[config.mk]
export PLATFORM = sky130hd
export DESIGN_NAME = circular_double_ended_queue
export DESIGN_NICKNAME = d
export VERILOG_FILES = /design/src/sv/cdq_pkg.sv /design/src/sv/cdq_front.sv /design/src/sv/cdq_back.sv /design/src/sv/cdq_rsp_queue.sv /design/src/sv/circular_double_ended_queue.sv
export SDC_FILE = /design/constraint.sdc
export NUM_CORES = 1
export LEC_CHECK = 0
export BUFFER_PORTS_ARGS = -buffer_cell sky130_fd_sc_hd__buf_2
export CAP_MARGIN = 20
export CORE_AREA = 2 2 233 327
export DETAILED_ROUTE_END_ITERATION = 12
export DIE_AREA = 0 0 235 329
export GPL_TIMING_DRIVEN = 0
export HOLD_SLACK_MARGIN = 0.05
export PLACE_DENSITY = 0.63
export SYNTH_ARGS = -nofsm -noshare
export SYNTH_HDL_FRONTEND = slang
export SYNTH_SLANG_ARGS = --single-unit
[constraint.sdc]
create_clock -name clock -period 4.8 [get_ports clock]
set_input_delay 0.96 -clock clock [delete_from_list [all_inputs] [get_ports clock]]
set_output_delay 0.96 -clock clock [all_outputs]
set_load 0.01 [all_outputs]
[src/sv/cdq_pkg.sv]
// Types, codes and constants shared by the double-ended queue modules.
package cdq_pkg;

   localparam int DEPTH_DEFAULT      = 16;
   localparam int DATA_WIDTH_DEFAULT = 32;

   // Command queue between the front and the back; depth is a power of two.
   localparam int CMD_DEPTH = 2;
   localparam int CMD_AW    = $clog2(CMD_DEPTH);
   localparam int CMD_CW    = $clog2(CMD_DEPTH + 1);

   // Result queue at the output; depth is a power of two.
   localparam int RSP_DEPTH = 4;
   localparam int RSP_AW    = $clog2(RSP_DEPTH);
   localparam int RSP_CW    = $clog2(RSP_DEPTH + 1);

   typedef enum logic [2:0] {
      FUNC_PUSH_REAR    = 3'd0,
      FUNC_POP_FRONT    = 3'd1,
      FUNC_LIST_FORWARD = 3'd2,
      FUNC_PUSH_FRONT   = 3'd3,
      FUNC_POP_REAR     = 3'd4,
      FUNC_LIST_REVERSE = 3'd5
   } func_type;

   typedef enum logic [2:0] {
      OP_PUSH_REAR,
      OP_PUSH_FRONT,
      OP_POP_FRONT,
      OP_POP_REAR,
      OP_LIST_FORWARD,
      OP_LIST_REVERSE
   } op_type;

   typedef enum logic [1:0] {
      STATUS_OK        = 2'd0,
      STATUS_OVERFLOW  = 2'd1,
      STATUS_UNDERFLOW = 2'd2,
      STATUS_EMPTY     = 2'd3
   } status_type;

   typedef enum logic {
      BACK_IDLE,
      BACK_LIST
   } back_state_type;

   typedef struct packed {
      logic [2:0]          func;
      logic signed [31:0]  value_in;
   } req_word_type;

   typedef struct packed {
      logic signed [31:0]  value_out;
      status_type          status;
      logic                last;
   } rsp_word_type;

   typedef struct packed {
      op_type              op;
      logic [31:0]         value;
   } cmd_type;

endpackage

[src/sv/cdq_front.sv]
// Front end: accepts request words, decodes the function code and queues commands.
module cdq_front (
   input  logic                  clock,
   input  logic                  reset,
   input  logic                  push,
   output logic                  full,
   input  cdq_pkg::req_word_type req_word,
   output logic                  cmd_valid,
   output cdq_pkg::cmd_type      cmd,
   input  logic                  cmd_take
);

   cdq_pkg::cmd_type             slots_ff [cdq_pkg::CMD_DEPTH];
   logic [cdq_pkg::CMD_AW-1:0]   wr_idx_ff, wr_idx_in;
   logic [cdq_pkg::CMD_AW-1:0]   rd_idx_ff, rd_idx_in;
   logic [cdq_pkg::CMD_CW-1:0]   count_ff, count_in;
   logic                         code_ok;
   logic                         store;
   cdq_pkg::op_type              op;

   always_comb begin
      code_ok = 1'b1;
      op      = cdq_pkg::OP_PUSH_REAR;
      unique case (req_word.func)
         cdq_pkg::FUNC_PUSH_REAR:    op = cdq_pkg::OP_PUSH_REAR;
         cdq_pkg::FUNC_POP_FRONT:    op = cdq_pkg::OP_POP_FRONT;
         cdq_pkg::FUNC_LIST_FORWARD: op = cdq_pkg::OP_LIST_FORWARD;
         cdq_pkg::FUNC_PUSH_FRONT:   op = cdq_pkg::OP_PUSH_FRONT;
         cdq_pkg::FUNC_POP_REAR:     op = cdq_pkg::OP_POP_REAR;
         cdq_pkg::FUNC_LIST_REVERSE: op = cdq_pkg::OP_LIST_REVERSE;
         default:                    code_ok = 1'b0;
      endcase
   end

   assign full      = (count_ff == cdq_pkg::CMD_CW'(cdq_pkg::CMD_DEPTH));
   assign store     = push && !full && code_ok;
   assign cmd_valid = (count_ff != '0);
   assign cmd       = slots_ff[rd_idx_ff];

   always_comb begin
      wr_idx_in = store ? wr_idx_ff + 1'b1 : wr_idx_ff;
      rd_idx_in = cmd_take ? rd_idx_ff + 1'b1 : rd_idx_ff;
      count_in  = count_ff + cdq_pkg::CMD_CW'(store) - cdq_pkg::CMD_CW'(cmd_take);
   end

   always_ff @(posedge clock) begin
      if (reset) begin
         wr_idx_ff <= '0;
         rd_idx_ff <= '0;
         count_ff  <= '0;
      end else begin
         wr_idx_ff <= wr_idx_in;
         rd_idx_ff <= rd_idx_in;
         count_ff  <= count_in;
      end
   end

   always_ff @(posedge clock) begin
      if (store) begin
         slots_ff[wr_idx_ff] <= '{op: op, value: req_word.value_in};
      end
   end

endmodule

[src/sv/cdq_back.sv]
// Back end: ring buffer memory, head and tail indexes, and the listing sequencer.
module cdq_back #(
   parameter int DEPTH      = cdq_pkg::DEPTH_DEFAULT,
   parameter int DATA_WIDTH = cdq_pkg::DATA_WIDTH_DEFAULT
) (
   input  logic                       clock,
   input  logic                       reset,
   input  logic                       cmd_valid,
   input  cdq_pkg::cmd_type           cmd,
   output logic                       cmd_take,
   input  logic [cdq_pkg::RSP_CW-1:0] rsp_count,
   output logic                       rsp_valid,
   output cdq_pkg::rsp_word_type      rsp_data
);

   localparam int AW = $clog2(DEPTH);
   localparam int CW = $clog2(DEPTH + 1);
   localparam int UW = cdq_pkg::RSP_CW + 1;

   logic [DATA_WIDTH-1:0]       entry_ff [DEPTH];
   logic [DATA_WIDTH-1:0]       rd_data_ff;

   cdq_pkg::back_state_type     state_ff, state_in;
   logic [AW-1:0]               head_ff, head_in;
   logic [AW-1:0]               tail_ff, tail_in;
   logic [CW-1:0]               count_ff, count_in;
   logic [AW-1:0]               ptr_ff, ptr_in;
   logic [CW-1:0]               remain_ff, remain_in;
   logic                        reverse_ff, reverse_in;
   logic                        stage_valid_ff, stage_valid_in;
   logic                        stage_read_ff, stage_read_in;
   cdq_pkg::status_type         stage_status_ff, stage_status_in;
   logic                        stage_last_ff, stage_last_in;

   logic                        wr_en;
   logic [AW-1:0]               wr_addr;
   logic [DATA_WIDTH-1:0]       wr_data;
   logic                        rd_en;
   logic [AW-1:0]               rd_addr;
   logic [UW-1:0]               used;
   logic                        can_emit;
   logic                        is_full;
   logic                        is_empty;
   logic [AW-1:0]               head_dec;
   logic [AW-1:0]               tail_dec;
   logic [63:0]                 value_wide;
   logic signed [63:0]          ext_wide;

   function automatic logic [AW-1:0] ring_inc(input logic [AW-1:0] idx);
      return (idx == AW'(DEPTH - 1)) ? '0 : idx + 1'b1;
   endfunction

   function automatic logic [AW-1:0] ring_dec(input logic [AW-1:0] idx);
      return (idx == '0) ? AW'(DEPTH - 1) : idx - 1'b1;
   endfunction

   assign used       = {1'b0, rsp_count} + UW'(stage_valid_ff);
   assign can_emit   = (used < UW'(cdq_pkg::RSP_DEPTH));
   assign is_full    = (count_ff == CW'(DEPTH));
   assign is_empty   = (count_ff == '0);
   assign head_dec   = ring_dec(head_ff);
   assign tail_dec   = ring_dec(tail_ff);
   assign value_wide = {32'b0, cmd.value};
   assign wr_data    = value_wide[DATA_WIDTH-1:0];

   always_comb begin
      state_in        = state_ff;
      head_in         = head_ff;
      tail_in         = tail_ff;
      count_in        = count_ff;
      ptr_in          = ptr_ff;
      remain_in       = remain_ff;
      reverse_in      = reverse_ff;
      stage_valid_in  = 1'b0;
      stage_read_in   = 1'b0;
      stage_status_in = cdq_pkg::STATUS_OK;
      stage_last_in   = 1'b1;
      wr_en           = 1'b0;
      wr_addr         = tail_ff;
      rd_en           = 1'b0;
      rd_addr         = head_ff;
      cmd_take        = 1'b0;
      unique case (state_ff)
         cdq_pkg::BACK_IDLE: begin
            if (cmd_valid && can_emit) begin
               cmd_take = 1'b1;
               unique case (cmd.op)
                  cdq_pkg::OP_PUSH_REAR: begin
                     stage_valid_in = 1'b1;
                     if (is_full) begin
                        stage_status_in = cdq_pkg::STATUS_OVERFLOW;
                     end else begin
                        wr_en    = 1'b1;
                        wr_addr  = tail_ff;
                        tail_in  = ring_inc(tail_ff);
                        count_in = count_ff + 1'b1;
                     end
                  end
                  cdq_pkg::OP_PUSH_FRONT: begin
                     stage_valid_in = 1'b1;
                     if (is_full) begin
                        stage_status_in = cdq_pkg::STATUS_OVERFLOW;
                     end else begin
                        wr_en    = 1'b1;
                        wr_addr  = head_dec;
                        head_in  = head_dec;
                        count_in = count_ff + 1'b1;
                     end
                  end
                  cdq_pkg::OP_POP_FRONT: begin
                     stage_valid_in = 1'b1;
                     if (is_empty) begin
                        stage_status_in = cdq_pkg::STATUS_UNDERFLOW;
                     end else begin
                        rd_en         = 1'b1;
                        rd_addr       = head_ff;
                        head_in       = ring_inc(head_ff);
                        count_in      = count_ff - 1'b1;
                        stage_read_in = 1'b1;
                     end
                  end
                  cdq_pkg::OP_POP_REAR: begin
                     stage_valid_in = 1'b1;
                     if (is_empty) begin
                        stage_status_in = cdq_pkg::STATUS_UNDERFLOW;
                     end else begin
                        rd_en         = 1'b1;
                        rd_addr       = tail_dec;
                        tail_in       = tail_dec;
                        count_in      = count_ff - 1'b1;
                        stage_read_in = 1'b1;
                     end
                  end
                  cdq_pkg::OP_LIST_FORWARD, cdq_pkg::OP_LIST_REVERSE: begin
                     if (is_empty) begin
                        stage_valid_in  = 1'b1;
                        stage_status_in = cdq_pkg::STATUS_EMPTY;
                     end else begin
                        state_in   = cdq_pkg::BACK_LIST;
                        reverse_in = (cmd.op == cdq_pkg::OP_LIST_REVERSE);
                        ptr_in     = (cmd.op == cdq_pkg::OP_LIST_REVERSE) ? tail_dec : head_ff;
                        remain_in  = count_ff;
                     end
                  end
                  default: begin
                  end
               endcase
            end
         end
         cdq_pkg::BACK_LIST: begin
            if (can_emit) begin
               rd_en          = 1'b1;
               rd_addr        = ptr_ff;
               stage_valid_in = 1'b1;
               stage_read_in  = 1'b1;
               stage_last_in  = (remain_ff == CW'(1));
               ptr_in         = reverse_ff ? ring_dec(ptr_ff) : ring_inc(ptr_ff);
               remain_in      = remain_ff - 1'b1;
               if (remain_ff == CW'(1)) begin
                  state_in = cdq_pkg::BACK_IDLE;
               end
            end
         end
         default: begin
            state_in = cdq_pkg::BACK_IDLE;
         end
      endcase
   end

   always_ff @(posedge clock) begin
      if (reset) begin
         state_ff       <= cdq_pkg::BACK_IDLE;
         head_ff        <= '0;
         tail_ff        <= '0;
         count_ff       <= '0;
         stage_valid_ff <= 1'b0;
      end else begin
         state_ff       <= state_in;
         head_ff        <= head_in;
         tail_ff        <= tail_in;
         count_ff       <= count_in;
         stage_valid_ff <= stage_valid_in;
      end
   end

   always_ff @(posedge clock) begin
      ptr_ff          <= ptr_in;
      remain_ff       <= remain_in;
      reverse_ff      <= reverse_in;
      stage_read_ff   <= stage_read_in;
      stage_status_ff <= stage_status_in;
      stage_last_ff   <= stage_last_in;
   end

   always_ff @(posedge clock) begin
      if (wr_en) begin
         entry_ff[wr_addr] <= wr_data;
      end
      if (rd_en) begin
         rd_data_ff <= entry_ff[rd_addr];
      end
   end

   assign ext_wide = 64'($signed(rd_data_ff));

   always_comb begin
      rsp_valid          = stage_valid_ff;
      rsp_data.value_out = stage_read_ff ? ext_wide[31:0] : '0;
      rsp_data.status    = stage_status_ff;
      rsp_data.last      = stage_last_ff;
   end

endmodule

[src/sv/cdq_rsp_queue.sv]
// Result queue that holds finished response words until they are popped.
module cdq_rsp_queue (
   input  logic                       clock,
   input  logic                       reset,
   input  logic                       wr_valid,
   input  cdq_pkg::rsp_word_type      wr_word,
   input  logic                       pop,
   output logic                       empty,
   output cdq_pkg::rsp_word_type      rsp_word,
   output logic [cdq_pkg::RSP_CW-1:0] count
);

   cdq_pkg::rsp_word_type        slots_ff [cdq_pkg::RSP_DEPTH];
   logic [cdq_pkg::RSP_AW-1:0]   wr_idx_ff, wr_idx_in;
   logic [cdq_pkg::RSP_AW-1:0]   rd_idx_ff, rd_idx_in;
   logic [cdq_pkg::RSP_CW-1:0]   count_ff, count_in;
   logic                         take;

   assign empty    = (count_ff == '0);
   assign take     = pop && !empty;
   assign rsp_word = slots_ff[rd_idx_ff];
   assign count    = count_ff;

   always_comb begin
      wr_idx_in = wr_valid ? wr_idx_ff + 1'b1 : wr_idx_ff;
      rd_idx_in = take ? rd_idx_ff + 1'b1 : rd_idx_ff;
      count_in  = count_ff + cdq_pkg::RSP_CW'(wr_valid) - cdq_pkg::RSP_CW'(take);
   end

   always_ff @(posedge clock) begin
      if (reset) begin
         wr_idx_ff <= '0;
         rd_idx_ff <= '0;
         count_ff  <= '0;
      end else begin
         wr_idx_ff <= wr_idx_in;
         rd_idx_ff <= rd_idx_in;
         count_ff  <= count_in;
      end
   end

   always_ff @(posedge clock) begin
      if (wr_valid) begin
         slots_ff[wr_idx_ff] <= wr_word;
      end
   end

endmodule

[src/sv/circular_double_ended_queue.sv]
// Double-ended queue on a ring buffer of DEPTH entries, with push, pop and
// listing from either end. A push or a pop gives one response word. A listing
// first loads its pointer and entry count, then reads one entry of the
// single-port memory each cycle while the response queue has room, and an
// empty listing gives one word with status EMPTY. The back end takes a queued
// request word only while the response queue has room; its first response word
// goes through the stage registers and then the response queue to the response
// ports. A small response queue lets requests keep flowing while responses wait
// to be popped. Entries need no clearing after reset.
module circular_double_ended_queue #(
   parameter int DEPTH      = cdq_pkg::DEPTH_DEFAULT,
   parameter int DATA_WIDTH = cdq_pkg::DATA_WIDTH_DEFAULT
) (
   input  logic                  clock,
   input  logic                  reset,
   input  logic                  push,
   output logic                  full,
   input  cdq_pkg::req_word_type req_word,
   output logic                  empty,
   input  logic                  pop,
   output cdq_pkg::rsp_word_type rsp_word
);

   logic                        cmd_valid;
   cdq_pkg::cmd_type            cmd;
   logic                        cmd_take;
   logic [cdq_pkg::RSP_CW-1:0]  rsp_count;
   logic                        rsp_valid;
   cdq_pkg::rsp_word_type       rsp_data;

   cdq_front u_front (
      .clock     (clock),
      .reset     (reset),
      .push      (push),
      .full      (full),
      .req_word  (req_word),
      .cmd_valid (cmd_valid),
      .cmd       (cmd),
      .cmd_take  (cmd_take)
   );

   cdq_back #(
      .DEPTH      (DEPTH),
      .DATA_WIDTH (DATA_WIDTH)
   ) u_back (
      .clock     (clock),
      .reset     (reset),
      .cmd_valid (cmd_valid),
      .cmd       (cmd),
      .cmd_take  (cmd_take),
      .rsp_count (rsp_count),
      .rsp_valid (rsp_valid),
      .rsp_data  (rsp_data)
   );

   cdq_rsp_queue u_rsp_queue (
      .clock    (clock),
      .reset    (reset),
      .wr_valid (rsp_valid),
      .wr_word  (rsp_data),
      .pop      (pop),
      .empty    (empty),
      .rsp_word (rsp_word),
      .count    (rsp_count)
   );

endmodule

==> results of run 1 <==
worst paths after layout:
kind	startpoint	slack [ns]	cells after the start	endpoint
setup / recovery	u_back.tail_ff[0]	0.15	13	u_back.rd_data_ff[27]
hold / removal	u_back.stage_last_ff	0.49	0	u_rsp_queue.slots_ff[3][0]
setup reg to reg	u_back.tail_ff[0]	0.15	13	u_back.rd_data_ff[27]
hold reg to reg	u_back.stage_last_ff	0.49	0	u_rsp_queue.slots_ff[3][0]
power by group through the flow:
stage / combinational, mW / sequential [mW] / clock [mW]
6_report: 5.62 / 8.73 / 5.75
5_1_grt: 6.04 / 8.77 / 6.10
4_1_cts: 5.63 / 8.73 / 5.85
3_5_place_dp: 5.60 / 8.88 / 0
3_3_place_gp: 5.41 / 8.88 / 0
2_1_floorplan: 3.66 / 8.82 / 0
kinds of logic after synthesis:
kind of cell               after synthesis  synth area share
DFF                                    797            0.7117
AOI/OAI and AO/OA                      380           0.08998
and+or+nand+nor                        375           0.06278
muxes                                  254           0.09334
buffers and inverters                  208           0.02645
xor gates and xnor gates                25          0.006603
adders and majority gates               23          0.009130
per-layer routing:
layer  vias to the layer above  GRT usage  share of wire
met2                       890     0.3847           0.52
met3                       186    0.03159          0.064
li1                       8854          -              -
met4                         0    0.08764          0.036
met5                         -          0              0
met1                      9995     0.2513           0.38
worst max-delay path, cell delays in order, from the launching register on:
cell and delay (ns):
dfxtp_1 0.31, clkbuf_1 0.23, inv_1 0.19, ha_1 0.25
or3b_2 0.50, a21oi_1 0.28, and4_4 0.30, buf_2 0.34
buf_2 0.32, clkbuf_1 0.48, nor4_1 0.12, o2111ai_1 0.29
nand4_1 0.21, nor3_1 0.52
per-stage QoR:
step,TNS (ns),cells,worst slack (ns)
global route,0,3272,0.02768
detailed placement,0,3139,0.1161
global placement,-535.53,3104,-2.883
finish,0,3272,0.1468
floorplan,-56.82,2062,-0.2994
CTS,0,3273,0.07852
layout make-up:
cell class / count / area share
Inverter: 27 / 0.002689
Tap cell: 968 / 0.03213
Sequential cell: 797 / 0.6261
Buffer: 180 / 0.02051
Multi-Input combinational cell: 1057 / 0.2326
Clock inverter: 43 / 0.009792
Timing Repair Buffer: 109 / 0.02423
Clock buffer: 91 / 0.05195
flip-flops by register name, indices dropped and copies added (netlist names), named ones only:
name,count
u_back.count_ff,5
u_back.entry_ff,512
u_back.head_ff,4
u_back.ptr_ff,4
u_back.rd_data_ff,32
u_back.remain_ff,5
u_back.reverse_ff,1
u_back.rsp_valid,1
u_back.stage_last_ff,1
u_back.stage_read_ff,1
u_back.stage_status_ff,2
u_back.state_ff,1
u_back.tail_ff,4
u_front.count_ff,2
u_front.rd_idx_ff,1
u_front.slots_ff,70
u_front.wr_idx_ff,1
u_rsp_queue.count,3
u_rsp_queue.rd_idx_ff,2
u_rsp_queue.slots_ff,140
u_rsp_queue.wr_idx_ff,2
what timing repair did:
item	4_1_cts	5_1_grt
endpoints found under the setup margin	0	4
gates resized for setup	0	2
hold endpoints to repair	0	0
synthesized netlist by cell type (18+ instances only):
master | number | area share
edfxtp_1 | 764 | 0.69
clkbuf_1 | 135 | 0.015
a31oi_1 | 131 | 0.025
mux2i_1 | 130 | 0.039
nor4_1 | 128 | 0.024
o2111ai_1 | 125 | 0.033
mux2_2 | 88 | 0.030
nor2_1 | 55 | 0.0062
nand2_1 | 52 | 0.0059
and2_1 | 39 | 0.0074
mux4_2 | 35 | 0.024
nand4_1 | 34 | 0.0064
dfxtp_1 | 33 | 0.020
a21oi_1 | 28 | 0.0042
inv_1 | 25 | 0.0028
buf_2 | 23 | 0.0035
nor3_1 | 22 | 0.0033
a221oi_2 | 21 | 0.0095
ha_1 | 21 | 0.0079
o21ai_0 | 20 | 0.0030
xnor2_1 | 18 | 0.0048
==> metrics.txt, run 1 <==
status finished, final reports clean; Die X 235 um; crit start category register; total number of vias 19,925; Slew Viols, Final 0; Vias/cell 6.090; CTS Hold Bufs 0; Most used DFF post-synth edfxtp_1; CTS Sinks 797; Final Cell Area 37,700 um2; Total GRT Usage 0.2118; power share of the clock group 0.286; fin util 0.5053; total CTS buffers 74; Worst-Skew Late Latency 0.64 ns; largest net degree at the start of global routing 34; pwr/cell area 533.1 nW/um2; Fillers 6,101; post-route minimum period 4.653 ns; antenna violations before repair 0; YS warnings 0; DIE HEIGHT 329 um; kind of critical path register to register; share of cells above drive strength 1 0.1849; commonest non-fill, non-tap cells in the layout edfxtp_1 (764), clkbuf_1 (148), a31oi_1 (131); Sw Share 0.3209; Routed WL 82,890 um; area delta synth->final 13.67%; Post-synth ARST share 0; final worst path period share 0.9694; NetSw 6.448 mW; crit path DAT 5.00 ns; Initial Utilization 0.4446; Post-Syn Area 33,160 um2; DRC 0; Setup Skew 0.02318 ns; ports placed on the boundary 76; first-pass GRT wire length 123,500 um; nets 2,308; Congestion Overflow GR 0; Final Wtd Congestion 0.9509; leakage power 12.76 nW; register area share after synthesis 0.7117; area of the multi-input gates 8767 um2; Core Rows 119; Fin. Hold Viols 0; n_diodes 0; Root Buffer clkbuf_16; Total Power 20.10 mW; RSZ-0062 raised after global routing false; router iterations before antenna repair 5; worst slew pin tran 1.029 ns; Avg Inst Size Synth 16.08 um2; H-tree levels 3; Finish-stage setup viols 0; Clock Pin Slew Worst Setup and Hold Paths 0.06 ns; slew margin rel. 0.3085; Clock Tree Buf Depth 3; die footprint 77,320 um2; Synth Instances 2,062; Reg area 23,600 um2; Critical Path End Type register; Final HPWL DP 57,220 um; vias in the first global route 20,100; internal power 13.65 mW; DP Area 35,370 um2; CTS tree built; Max-cap violations 0; CP max FO 10; Final ANT Viol Nets 0; number of port buffers 74; drt initial violations 2,058; Setup Buffers After CTS 0; Gate power share 0.280; Hold WC Path Type register to register; wire per inst 25.33 um; Hold Slack 0.4920 ns; Synth cell types 71; Core Area 74,600 um2; Seq pwr share 0.434; Max Freq 0.2149 GHz; Worst VDD drop 0.2517 mV; Synth Register Bits 797; critical path required time 5.14 ns; EDFF count, synth 764; Post-Syn Nets 2,124; most common cell after layout, fill and taps aside edfxtp_1
Power figures use the tool's default switching activity.
==> run 2, diff against run 1 <==
clock period = 4.14 ns   (was 4.8 ns; I/O delays follow)
==> run 2 against run 1 <==
Against the previous run: sequential power grew 16%; sequential share of layout area shrank 0.49 points; first-iteration DRC count grew 0.78%; non-clock buffer count grew 14; total power grew 17%; flip-flop and latch count is the same; clock power grew 16%; worst hold slack lost 0.11 ns; global-route usage is essentially flat; critical path type unchanged.
==> metrics.txt, run 2 (synthesis gave the netlist of run 1 again) <==
cell family with most CP delay simple AND/OR/NAND/NOR gates; WP buf/inv 2 (-3); Final WS setup 0.02329 ns (-0.1235 ns); crit start category register; wire per inst 25.42 um (+0.35%); Final ANT Viol Nets 0 (unchanged); Total Power 23.43 mW (+17%); DP Area 35,370 um2 (unchanged); nets 2,322 (+0.61%); CTS tree built; slew margin rel. 0.3181 (+0.009539); Clock Pin Slew Worst Setup and Hold Paths 0.06 ns (about the same); max incr delay on CP 0.57 ns (+0.05 ns); worst slew pin tran 1.015 ns (-0.01420 ns); Core Area 74,600 um2 (unchanged); r2r setup slk 0.02 ns (-0.12 ns); dpl cells 3,139 (unchanged); CP cell instances ha_1 > or3_1 > o221a_1 > or4_1 > o211ai_1 > clkbuf_2 > clkbuf_1 > o2111ai_1 > nand4_1 > a221oi_1; Reg2Reg Depth 10 (-3); total CTS buffers 74 (unchanged); Setup WS pre-CTS -0.5439 ns (-0.6600 ns); drt initial violations 2,074 (+0.78%); Finish-stage setup viols 0 (unchanged); commonest non-fill, non-tap cells in the layout edfxtp_1 (764), a31oi_1 (131), mux2i_1 (128), nor4_1 (128), o2111ai_1 (125); Setup Skew 0.02405 ns (+0.0008710 ns); Final Cell Area 37,990 um2 (+0.79%); kind of critical path register to register; ports placed on the boundary 76 (unchanged); CTS Sinks 797 (unchanged); Final HPWL DP 57,220 um (unchanged); area delta synth->final 14.56%; DIE HEIGHT 329 um (unchanged); Max-cap violations 0 (unchanged); H-tree levels 3 (unchanged); status finished, final reports clean; Biggest register u_back.entry_ff; Routed WL 83,530 um (+0.78%); share of cells above drive strength 1 0.2127 (+0.02779); Initial Utilization 0.4446 (unchanged); RSZ-0062 raised after global routing true; Final Wtd Congestion 0.9509 (unchanged); n_diodes 0 (unchanged); Fillers 6,083 (-0.30%); fin util 0.5093 (+0.003975); Worst-Skew Late Latency 0.64 ns (about the same); Slowest cell on crit path or4_1; most common cell after layout, fill and taps aside edfxtp_1; Worst VDD drop 0.2944 mV (+17%); Die X 235 um (unchanged); largest net degree at the start of global routing 34 (unchanged); Hold Slack 0.3772 ns (-0.1148 ns); Congestion Overflow GR 0 (unchanged); critical path required time 4.47 ns (-0.67 ns); largest registers u_back.entry_ff x512, u_rsp_queue.slots_ff x140, u_front.slots_ff x70; Vias/cell 6.090 (about the same); DRC 0 (unchanged); Slew Viols, Final 0 (unchanged); Hold WC Path Type input pin to register; Clock Tree Buf Depth 3 (unchanged); post-route minimum period 4.117 ns (-0.5365 ns); Max Freq 0.2429 GHz (+13%); number of port buffers 74 (unchanged); total number of vias 20,013 (+0.44%); post-route insts no fill 3,286 (+0.43%); pwr/cell area 616.6 nW/um2 (+16%); leakage power 13.00 nW (+1.9%); vias in the first global route 20,140 (+0.20%); Core Rows 119 (unchanged); Root Buffer clkbuf_16; Critical Path End Type register; hold depth 1 (+1); final worst path period share 0.9944 (+0.02496); first-pass GRT wire length 123,600 um (+0.10%); router iterations before antenna repair 6 (+1); Total GRT Usage 0.2119 (about the same); Critical Path Stages 10 (-3); CP max FO 10 (unchanged); Final TNS setup 0 ns (unchanged); crit path DAT 4.44 ns (-0.56 ns); die footprint 77,320 um2 (unchanged); antenna violations before repair 0 (unchanged); max FFs per register 512 (unchanged); Fin. Hold Viols 0 (unchanged)
## run 2: cell types whose count changed in the layout (fill, tap and decap cells not counted), moves of 2 or more
cell	change
buf_4	+15
mux2i_1	-2
and3_2	-2
nor3_2	-2
and3_4	+2
clkbuf_2	+38
nor3_4	+7
clkbuf_1	-38
buf_1	-3
nor3_1	-5
## run 2: path summary, 6_finish.rpt
| path | to | from |
|---|---|---|
| max | u_back.rd_data_ff[16] | u_rsp_queue.count[2] |
| min | u_front.slots_ff[1][29] | req_word[29] |
| min reg2reg | u_rsp_queue.slots_ff[3][0] | u_back.stage_last_ff |
| max reg2reg | u_back.rd_data_ff[16] | u_rsp_queue.count[2] |
## run 2: routing by layer
metal  up-vias  global-route usage  wire length [um]
met2       887              0.3850             43640
met3       177             0.03076              5344
met5         -                   0                 0
li1       8877                   -                 -
met1     10072              0.2516             31620
met4         0             0.08902              2926
## run 2: area by class of cell
| type | count | area (um2) | area share |
|---|---|---|---|
| timing repair buffer | 125 | 1046 | 0.02753 |
| tap | 968 | 1211 | 0.03188 |
| clock inverter | 43 | 369.1 | 0.009715 |
| sequential | 797 | 23600 | 0.6212 |
| inverter | 27 | 101.3 | 0.002668 |
| clock buffer | 91 | 1958 | 0.05154 |
| multi-input combinational | 1057 | 8890 | 0.2340 |
| buffer | 178 | 814.5 | 0.02144 |
## run 2: what timing repair did
item                                    CTS  global route
gates resized for setup                  17            78
endpoints found under the setup margin  193           356
buffers inserted                          2            14
pin swaps                                 2             8
hold buffers                              0             0
## run 2: worst reg2reg max path, stage by stage, from the launching register on
cell	delay, ns
dfxtp_1	0.38
ha_1	0.26
or3_1	0.43
o221a_1	0.25
or4_1	0.57
o211ai_1	0.37
clkbuf_2	0.38
clkbuf_1	0.50
o2111ai_1	0.27
nand4_1	0.29
a221oi_1	0.11
## run 2: power breakdown
part           switching, mW  total [mW]  internal, mW
clock                   2.97        6.67          3.70
combinational           4.37        6.63          2.26
sequential             0.197        10.1          9.92
total                   7.54        23.4          15.9
==> run 3, diff against run 2 <==
ABC_AREA = 1   (was not set)
CORE_AREA = 2 2 235 330   (was 2 2 233 327)
DIE_AREA = 0 0 237 332   (was 0 0 235 329)
MAX_ROUTING_LAYER = met4   (was not set)
PLACE_DENSITY = 0.64   (was 0.63)
==> run 3 against run 2 <==
Against the previous run: clock skew down 0.0037 ns; via count up 12%; final cell count up 28%; critical path type unchanged; critical endpoint is now u_back.entry_ff[9][12]; largest cell class unchanged; largest power group unchanged.
==> metrics.txt, run 3 <==
Gate power share 0.376 (+0.093); Worst-Skew Late Latency 0.64 ns (about the same); Reg area 23,600 um2 (unchanged); first-pass GRT wire length 131,300 um (+6.2%); area delta synth->final 13.66%; Hold WC Path Type input pin to register; Critical Path End Type register; Setup WS pre-CTS 0.3047 ns (+0.8487 ns); internal power 17.06 mW (+7.4%); final worst path period share 0.9229 (-0.07152); CTS Sinks 797 (unchanged); crit start category register; pwr/cell area 720.9 nW/um2 (+17%); Sw Share 0.3857 (+0.06371); drt initial violations 1,987 (-4.2%); Clock Pin Slew Worst Setup and Hold Paths 0.06 ns (about the same); Routed WL 89,100 um (+6.7%); leakage power 15.25 nW (+17%); Post-Syn Area 33,890 um2 (+2.2%); Core Rows 120 (+0.84%); ports placed on the boundary 76 (unchanged); fin util 0.5080 (-0.001281); area leader, netlist edfxtp_1; CTS Hold Bufs 0 (unchanged); Hold Slack 0.3856 ns (+0.008401 ns); status finished, final reports clean; most instantiated cells after synthesis edfxtp_1 (764), nand3_1 (596), nand2_1 (589); wire per inst 21.20 um (-17%); critical path required time 4.45 ns (-0.02 ns); Synth Register Bits 797 (unchanged); Final TNS setup 0 ns (unchanged); post-cts sizing count 0 (-17); CP cell instances nand2_1 > nor2_1 > nand2_1 > a21oi_2 > inv_1 > nor2_4 > nand3_1 > nor2_1 > inv_1 > o21ai_0 > nand3_1 > nor2_4 > buf_12; router iterations before antenna repair 6 (unchanged); DP Area 36,050 um2 (+1.9%); post-route insts no fill 4,203 (+28%); Core Area 75,820 um2 (+1.6%); register area share after synthesis 0.6964 (-0.01527); area of the multi-input gates 8128 um2 (-8.6%); Post-Syn Nets 3,062 (+44%); H-tree levels 3 (unchanged); end of the worst hold path u_front.slots_ff[0][15]; Die X 237 um (+0.85%); commonest non-fill, non-tap cells in the layout edfxtp_1 (764), nand3_1 (596), nand2_1 (589); Metal-1 WL 32,660 um (+3.3%); EDFF count, synth 764 (unchanged); Finish-stage setup viols 0 (unchanged); Avg Inst Size Synth 11.30 um2 (-30%); antenna violations before repair 1 (+1); largest registers u_back.entry_ff x512, u_rsp_queue.slots_ff x140, u_front.slots_ff x70; DIE HEIGHT 332 um (+0.91%); kind of critical path register to register; Final WS setup 0.3194 ns (+0.2961 ns); Root Buffer clkbuf_16; most common cell after layout, fill and taps aside edfxtp_1; Worst VDD drop 0.3612 mV (+23%); Max-cap violations 0 (unchanged); slew margin rel. 0.2053 (-0.1128); worst hold start req_word[15]; crit path DAT 4.13 ns (-0.31 ns); RSZ-0062 raised after global routing false; DR top layer met4; Reg2Reg Depth 13 (+3); Seq pwr share 0.374 (-0.058); Vias/cell 5.351 (-12%); Biggest register u_back.entry_ff; nets 3,234 (+39%); vias in the first global route 22,081 (+9.6%); Synth cell types 39 (-45%); DRC 0 (unchanged); Final ANT Viol Nets 0 (unchanged); YS warnings 0 (unchanged); Total GRT Usage 0.2312 (+0.01923); r2r setup slk 0.32 ns (+0.30 ns); die footprint 78,680 um2 (+1.8%); post-route minimum period 3.821 ns (-0.2961 ns); Total Power 27.77 mW (+19%); dpl cells 4,070 (+30%); Slowest cell on crit path nor2_4; Final HPWL DP 60,950 um (+6.5%); Final Wtd Congestion 0.8535 (-10%); Reg-to-Reg End u_back.entry_ff[9][12]; largest net degree at the start of global routing 36 (+5.9%); met2 routed WL 46,900 um (+7.5%); CTS tree built; worst slew pin tran 1.192 ns (+0.1770 ns); Initial Utilization 0.4470 (+0.002391); dominant cells by area after synthesis edfxtp_1 (68%), nand3_1 (8.8%), nand2_1 (6.5%); Clock Tree Buf Depth 3 (unchanged); number of port buffers 74 (unchanged); Synth top area share 0.6770 (-0.01484); wire length on met3 5245 um (-1.9%); CP max FO 18 (+8); NetSw 10.71 mW (+42%); Most used DFF post-synth edfxtp_1; Setup Skew 0.02037 ns (-0.003681 ns); max FFs per register 512 (unchanged); power share of the clock group 0.250 (-0.035); share of cells above drive strength 1 0.1150 (-0.09764); Final Cell Area 38,520 um2 (+1.4%); most frequent cell after synthesis edfxtp_1; Fin. Hold Viols 0 (unchanged); Fillers 6,521 (+7.2%); hold depth 1 (unchanged); Setup Buffers After CTS 0 (-2); R2R Path Start u_back.rsp_valid; Post-synth ARST share 0 (unchanged); total CTS buffers 73 (-1.4%); max incr delay on CP 0.62 ns (+0.05 ns); Max Freq 0.2617 GHz (+7.8%); Congestion Overflow GR 0 (unchanged); total number of vias 22,490 (+12%); Synth Instances 3,000 (+45%); Slew Viols, Final 0 (unchanged)
==> run 3: cell types whose count changed in the layout (fill, tap and decap cells not counted), moves of 100 or more <==
cell and delta:
nand3_1 +592, nand2_1 +537, inv_1 +367, a31oi_1 -131, mux2i_1 -128, nor4_1 -128, o2111ai_1 -125, o21ai_0 +100
==> run 3: per-layer routing <==
layer,track usage,vias up
met5,-,-
met2,0.4130,844
met4,0.1203,0
met1,0.2527,10802
li1,-,10606
met3,0.02618,238
==> run 3: power groups by stage <==
| stage | Sequential (mW) | Combinational (mW) | Clock [mW] |
|---|---|---|---|
| floorplan | 10.5 | 6.35 | 0 |
| global placement | 10.6 | 10.0 | 0 |
| detailed placement | 10.6 | 10.3 | 0 |
| CTS | 10.4 | 10.4 | 7.03 |
| global route | 10.4 | 11.3 | 7.30 |
| finish | 10.4 | 10.4 | 6.95 |
==> run 3: cell families (layout without fill, tap and decap cells) <==
logic type	count (synthesis)	count (layout)	synth area share
multiplexers	32	32	0.01063
XOR/XNOR	15	15	0.003876
flip-flops	797	797	0.6964
buffers and inverters	566	791	0.06804
other	0	2	0
AND/OR/NAND/NOR	1357	1357	0.1779
AO/OA/AOI/OAI	210	210	0.03419
adder cells (fa/ha/maj)	23	23	0.008934
==> run 3: worst max path at each step <==
| stage | startpoint | to | cells past startpoint |
|---|---|---|---|
| global placement | u_back.rsp_valid | u_back.entry_ff[8][12] | 12 |
| detailed placement | u_back.rsp_valid | u_back.entry_ff[8][4] | 13 |
| floorplan | u_rsp_queue.count[1] | u_back.rd_data_ff[0] | 8 |
| CTS | u_back.rsp_valid | u_back.entry_ff[8][23] | 13 |
| global route | u_back.rsp_valid | u_back.entry_ff[9][12] | 13 |
| finish | u_back.rsp_valid | u_back.entry_ff[9][12] | 13 |
==> run 3: final cells by class <==
| type | count | area share |
|---|---|---|
| Antenna cell | 2 | 0.0001299 |
| Buffer | 166 | 0.02089 |
| Clock buffer | 92 | 0.05200 |
| Clock inverter | 36 | 0.01121 |
| Inverter | 400 | 0.03898 |
| Multi-Input combinational cell | 1637 | 0.2110 |
| Sequential cell | 797 | 0.6127 |
| Tap cell | 976 | 0.03170 |
| Timing Repair Buffer | 97 | 0.02137 |
==> run 3: critical path: cells and delay by family, from the launching register on <==
family,cells,cell delay [ns]
simple gates,8,1.85
buf+inv,3,0.55
flops,1,0.49
compound gates,2,0.60
